<file path="config.mk">
export PLATFORM = sky130hd
export DESIGN_NAME = pis_select
export DESIGN_NICKNAME = d
export VERILOG_FILES = /design/src/hw/rtl/pis_pkg.sv /design/src/hw/rtl/pis_select.sv
export SDC_FILE = /design/constraint.sdc
export NUM_CORES = 1
export LEC_CHECK = 0
export ABC_AREA = 1
export BUFFER_PORTS_ARGS = -buffer_cell sky130_fd_sc_hd__buf_2
export CAP_MARGIN = 10
export CORE_UTILIZATION = 40
export CTS_BUF_LIST = sky130_fd_sc_hd__clkbuf_4
export DETAILED_ROUTE_END_ITERATION = 10
export HOLD_SLACK_MARGIN = 0.06
export SYNTH_ARGS = -nofsm -noshare
export SYNTH_HDL_FRONTEND = slang
export SYNTH_SLANG_ARGS = --single-unit
</file>
<file path="constraint.sdc">
create_clock -name clock -period 10.4 [get_ports clock]
set_input_delay 0 -clock clock [delete_from_list [all_inputs] [get_ports clock]]
set_output_delay 0 -clock clock [all_outputs]
set_load 0.005 [all_outputs]
</file>
<file path="src/hw/rtl/pis_pkg.sv">
package pis_pkg;

   // Default sizes
   localparam int DEF_MAX_INTERVALS = 256;
   localparam int DEF_MAX_RESOURCES = 16;

   // Field widths
   localparam int TIME_W = 16;
   localparam int RIDX_W = 5;
   localparam int CNT_W  = 9;
   localparam int CFG_W  = 5;
   localparam int LIM_W  = 9;   // holds any resource limit up to 256

   localparam logic [CFG_W-1:0] CFG_RESET = CFG_W'(16);
   localparam logic [CNT_W-1:0] CNT_MAX   = '1;

   typedef struct packed {
      logic [TIME_W-1:0] start_time;
      logic [TIME_W-1:0] end_time;
      logic [RIDX_W-1:0] resource_index;
      logic              last_item;
   } req_type;

   typedef struct packed {
      logic [CNT_W-1:0] accepted_count;
      logic             bad_index_seen;
      logic             overflow_seen;
   } rsp_type;

   // One buffered interval
   typedef struct packed {
      logic [TIME_W-1:0] end_time;
      logic [TIME_W-1:0] start_time;
      logic [RIDX_W-1:0] resource_index;
   } entry_type;

   typedef struct packed {
      logic commit;
      logic clear_set;
   } sel_ctrl_type;

   typedef struct packed {
      logic found;
      logic idle;
   } sel_stat_type;

   typedef enum logic [2:0] {
      ST_LOAD,
      ST_PASS,
      ST_DRAIN,
      ST_COMMIT,
      ST_REPORT
   } state_type;

endpackage

</file>
<file path="src/hw/rtl/pis_select.sv">
module pis_select #(
   parameter int MAX_INTERVALS = pis_pkg::DEF_MAX_INTERVALS,
   parameter int MAX_RESOURCES = pis_pkg::DEF_MAX_RESOURCES,
   parameter int AW            = $clog2(MAX_INTERVALS)
) (
   input  logic                   clock,
   input  logic                   reset,
   input  logic                   in_valid,
   input  logic [AW-1:0]          in_addr,
   input  pis_pkg::entry_type     in_data,
   input  pis_pkg::sel_ctrl_type  ctrl,
   output pis_pkg::sel_stat_type  stat
);
   import pis_pkg::*;

   localparam int TBL_DEPTH = ((MAX_RESOURCES < 31) ? MAX_RESOURCES : 31) + 1;
   localparam int TBL_W     = $clog2(TBL_DEPTH);
   localparam int KEY_W     = 2 * TIME_W + AW;

   // Per-resource state
   logic                 busy_ff     [TBL_DEPTH];
   logic [TIME_W-1:0]    last_end_ff [TBL_DEPTH];

   // Cursor: key of the most recent accepted interval
   logic                 cur_vld_ff;
   logic [KEY_W-1:0]     cursor_ff;

   // Eligibility stage
   logic                 b_vld_ff,  b_vld_in;
   logic [KEY_W-1:0]     b_key_ff;
   logic [TBL_W-1:0]     b_r_ff;

   // Running minimum
   logic                 found_ff;
   logic [KEY_W-1:0]     best_key_ff;
   logic [TBL_W-1:0]     best_r_ff;

   logic [TBL_W-1:0]     in_r;
   logic [KEY_W-1:0]     in_key;
   logic                 res_free;
   logic                 after_cursor;
   logic                 take_best;

   assign in_r   = in_data.resource_index[TBL_W-1:0];
   assign in_key = {in_data.end_time, in_data.start_time, in_addr};

   always_comb begin
      res_free     = !busy_ff[in_r] || (last_end_ff[in_r] <= in_data.start_time);
      after_cursor = !cur_vld_ff || (in_key > cursor_ff);
      b_vld_in     = in_valid && res_free && after_cursor;
      take_best    = b_vld_ff && (!found_ff || (b_key_ff < best_key_ff));
   end

   always_ff @(posedge clock) begin
      if (reset) begin
         b_vld_ff   <= 1'b0;
         found_ff   <= 1'b0;
         cur_vld_ff <= 1'b0;
         for (int i = 0; i < TBL_DEPTH; i++) begin
            busy_ff[i] <= 1'b0;
         end
      end else begin
         b_vld_ff <= b_vld_in;
         if (ctrl.clear_set) begin
            found_ff   <= 1'b0;
            cur_vld_ff <= 1'b0;
            for (int i = 0; i < TBL_DEPTH; i++) begin
               busy_ff[i] <= 1'b0;
            end
         end else if (ctrl.commit) begin
            found_ff <= 1'b0;
            if (found_ff) begin
               cur_vld_ff         <= 1'b1;
               busy_ff[best_r_ff] <= 1'b1;
            end
         end else if (take_best) begin
            found_ff <= 1'b1;
         end
      end
   end

   always_ff @(posedge clock) begin
      b_key_ff <= in_key;
      b_r_ff   <= in_r;
      if (take_best) begin
         best_key_ff <= b_key_ff;
         best_r_ff   <= b_r_ff;
      end
      if (ctrl.commit && found_ff) begin
         cursor_ff              <= best_key_ff;
         last_end_ff[best_r_ff] <= best_key_ff[KEY_W-1 -: TIME_W];
      end
   end

   assign stat.found = found_ff;
   assign stat.idle  = !in_valid && !b_vld_ff;

endmodule

</file>
After elaboration in Yosys (flattened, before gate mapping)
Memory sizes are Yosys's and may differ from the RTL's.
Cells that the tools add are included.
W data, S select, Z words.
{"block": "totals", "memories": 2, "ff_bits": 133, "ramBits": 289, "wordCells": 79, "out_inout_bits": 2, "input_bits": 50}
{"name": "last_end_ff", "depth": 17, "word_bits": 16, "read_ports": 1, "rd_ports_with_merged_regs": 0, "wr": 1, "line": "pis_select.sv:22", "source": "logic [TIME_W-1:0] last_end_ff [TBL_DEPTH];"}
{"name": "busy_ff", "depth": 17, "word_bits": 1, "read_ports": 1, "rd_ports_with_merged_regs": 0, "wr": 17, "line": "pis_select.sv:21", "source": "logic busy_ff [TBL_DEPTH];"}
{"block": "classes", "magnitude_cmp": 3, "n_bitwise": 17, "reduce_logical": 17, "n_mux": 32}
{"operator": "$gt A40 B40 Y1", "n": 1}
{"operator": "$lt A40 B40 Y1", "n": 1}
{"operator": "$mux W1", "n": 31}
{"operator": "$or A1 B1 Y1", "n": 17}
{"operator": "$le A16 B16 Y1", "n": 1}
{"operator": "$logic_and A1 B1 Y1", "n": 5}
{"operator": "$logic_not A1 Y1", "n": 5}
{"operator": "$mux W5", "n": 1}
{"operator": "$logic_or A1 B1 Y1", "n": 3}
{"operator": "$reduce_or A3 Y1", "n": 1}
{"operator": "$reduce_and A2 Y1", "n": 1}
{"operator": "$reduce_or A2 Y1", "n": 1}
{"operator": "$reduce_or A1 Y1", "n": 1}

Longest topological paths before layout
{"block": "depth", "ltp_word": 7, "depth_mapped": 21, "ltp_nobuf": 19}

Worst setup path before layout
Ideal clock, no wire load.
{"block": "synth_path", "path_type": "reg2reg", "from": "register best_key_ff[35]", "to": "register best_key_ff[0], enable pin", "synth_period_minus_slack_ns": 4.106, "arrival_ns": 3.644, "stages_incl_launch_ff": 9, "n_path_buf": 0, "slack_ns": 6.294, "setup_time_ns": 0.462, "cell_sequence": "edfxtp_1 inv_1 ha_1 a21oi_1 o21ai_0 a21o_1 a21oi_1 nand3_1 a21oi_1"}
{"block": "synth_via", "elab_chain_cells": 3}
{"element": "start, declared", "line": "pis_select.sv:35", "source": "logic [KEY_W-1:0] best_key_ff;"}
{"element": "start signal, assigned", "line": "pis_select.sv:86", "source": "best_key_ff <= b_key_ff;"}
{"element": "$lt A40 B40 Y1", "line": "pis_select.sv:51", "source": "take_best = b_vld_ff && (!found_ff || (b_key_ff < best_key_ff));"}
{"element": "$logic_or A1 B1 Y1", "line": "pis_select.sv:51"}
{"element": "$logic_and A1 B1 Y1", "line": "pis_select.sv:51"}
{"element": "named net take_best", "line": "pis_select.sv:42", "source": "logic take_best;"}
The timed path passes the listed nets, and every way through them passes these cells.
A chain may end at the register's enable or synchronous reset.

Worst setup path after layout
{"block": "layout_path", "from": "register best_key_ff[35]", "to": "register best_key_ff[36], enable pin"}
Same word-level chain as after synthesis.

==> results.cfg <==
[route]
first_pass_iters = 7
routed_wl_mm = 45.1
drc = 0
wl_per_cell_um = 18.3
drt-vias-per-instance = 5.11
vias = 12600
drt_iter0_markers = 757
ant_nets = 0

[clocking]
root_buffer = clkbuf_4
clk_pin_slew_ps = 70
cts_tree = yes
clk_latency_ps = 830
ctsHtreeMaxLevel = 3
cts_sinks = 437
clk_path_buf_depth = 3
numCtsBuffers = 112
cts_resized = 0

[min_path]
hold_path_class = input port to flip-flop
hold_path_depth = 6

[setup_path]
r2r_cells = 9
crit_fanout = 32
crit_path_start_kind = flip-flop
critPathKind = flip-flop to flip-flop
crit_path_end_kind = flip-flop
cpPeakStageDelay_ps = 800
critPathRequiredTime_ps = 10820
cp.arrival_ps = 3780
cp_common_cell = a21oi_1
path_cells = inv_1, ha_1, a21oi_1, o21ai_0, a21o_1, a21oi_1, nand3_1, a21oi_4, buf_4
crit_slowest_cell = edfxtp_1

[floorplan]
fp.dieW_um = 216
fp.dieH_um = 216
rows = 78
core_area_um2 = 45300
initial_core_util_pct = 40.4
dieArea_um2 = 46600
io_pins = 52

[place]
gp_congestion = 0.822
dp_hpwl_mm = 26.2
port_buffers = 51

[synth]
syn_inst = 1540
syn_area_per_cell_um2 = 11.9
yosysSeqAreaShare_pct = 67.3
yosysWarningCount = 0
synthDistinctLibCells = 40
ys_seq_elements = 437
synth_top_area_share_pct = 58.6
syn_area_um2 = 18300
syn-num-nets = 1685
synth-main-ff-cell = edfxtp_1
synth_commonest_cells = edfxtp_1, nor2_1, inv_1
synth_edf_count = 357
synthTopCellsByArea = edfxtp_1, dfxtp_1, ha_1
yosysTopAreaCell = edfxtp_1
yosysMostFrequentCell = edfxtp_1
async_flop_share_pct = 0

[cells_and_area]
synthToLayoutAreaGrowth_pct = 18.1
drive_gt1_share_pct = 15.0
multi_input_area_um2 = 4960
fin_nets = 1901
seqCellArea_um2 = 12300
fillers = 4135

[timing]
worst_pin_slew_ps = 1000
hold_viol_final = 0
fmax_mhz = 298
period_share_pct = 32.3
skew_ps = 53.3
tns_ps = 0
grt_setup_unrepaired = false
relSlewSlack_pct = 33.1
finalMaxSlewViolations = 0
period_needed_ps = 3360
setup_viol = 0

[power_and_ir_drop]
peakVddDrop_mv = 0.113
power.total_mw = 3.68
leakage_nw = 8.40
powerDensity_nw_per_um2 = 170

[grt]
grt.total_usage_pct = 19.7
grt_pass1_vias = 12600
antenna_found_initial = 2
gr-total-overflow = 0
grt_max_degree = 127
grt_pass1_wl_mm = 70.3

[outcome]
status = complete, no violations

[job]
maxCapViolations = 0
[critical path, delay by kind of cell (launching register included)]
kind	cells	cell delay [ps]
AOI/OAI and AO/OA	5	1060
DFF	1	800
adders and majority gates	1	310
and+or+nand+nor	1	180
buffers and inverters	2	610
[cell type report]
| class | count | share of cell area [%] |
|---|---|---|
| clock inverter | 49 | 1.32 |
| antenna | 5 | 0.0579 |
| clock buffer | 165 | 5.73 |
| timing repair buffer | 168 | 6.33 |
| multi-input combinational | 862 | 23.0 |
| sequential | 437 | 57.0 |
| inverter | 175 | 3.10 |
| tap | 600 | 3.47 |
[layout by cell type (no fill, tap or decap), types with 30 or more instances in the layout]
cell type / synthesis / final
a21oi_1: 68 / 67
buf_2: 16 / 50
clkbuf_4: 0 / 165
clkinv_1: 1 / 38
dfxtp_1: 80 / 80
dlygate4sd3_1: 0 / 93
edfxtp_1: 357 / 357
ha_1: 95 / 95
inv_1: 168 / 167
nand2_1: 155 / 155
nand3_1: 49 / 49
nor2_1: 206 / 196
o21ai_0: 137 / 137
o21ai_1: 30 / 30
o221ai_1: 40 / 40
[path summary, 6_finish.rpt]
| check | startpoint | endpoint | slack, ps |
|---|---|---|---|
| max | best_key_ff[35] | best_key_ff[36] | 7040 |
| min | in_valid | b_vld_ff | 120 |
| max reg2reg | best_key_ff[35] | best_key_ff[36] | 7040 |
| min reg2reg | b_key_ff[39] | best_key_ff[39] | 410 |
[kinds of logic after synthesis]
kind of cell / synth area share (%)
AO/OA/AOI/OAI: 10.3
buffers and inverters: 6.02
flip-flops: 67.3
AND/OR/NAND/NOR: 9.82
adder cells (fa/ha/maj): 6.49
[sequential cells by signal, summed over array words and instances, names as in the netlist, 5 cells and up]
name,flops
last_end_ff,272
b_key_ff,40
best_key_ff,40
cursor_ff,40
busy_ff,32
b_r_ff,5
best_r_ff,5
[per-stage QoR]
stage          hold WS (ps)  std cells  setup WS [ps]  instance area [µm²]  util, %
3_3_place_gp            122       2149           6860                19100     42.3
5_1_grt                65.4       2461           6730                21600     47.7
2_1_floorplan          27.7       1540           6290                18300        -
4_1_cts                65.6       2456           6970                21600     47.7
3_5_place_dp            122       2149           6820                19100     42.3
6_report                117       2461           7040                21600     47.7
[power breakdown]
part | switching, mW | internal (mW) | total [mW]
Clock | 0.706 | 0.807 | 1.51
Combinational | 0.137 | 0.0881 | 0.225
Sequential | 0.0280 | 1.91 | 1.94
Total | 0.871 | 2.81 | 3.68
[layer usage]
metal	wire, µm	vias up	track usage, %
li1	-	5975	-
met1	19400	6087	26.2
met2	21200	405	31.2
met3	2760	108	3.54
met4	1720	0	9.44
met5	0	-	0
[timing repair]
item,CTS,global route
setup endpoints to repair,0,0
hold endpoints to repair,79,0
buffers inserted,0,0
hold buffers,93,0
Note: power is estimated with default switching activity, not from simulation.
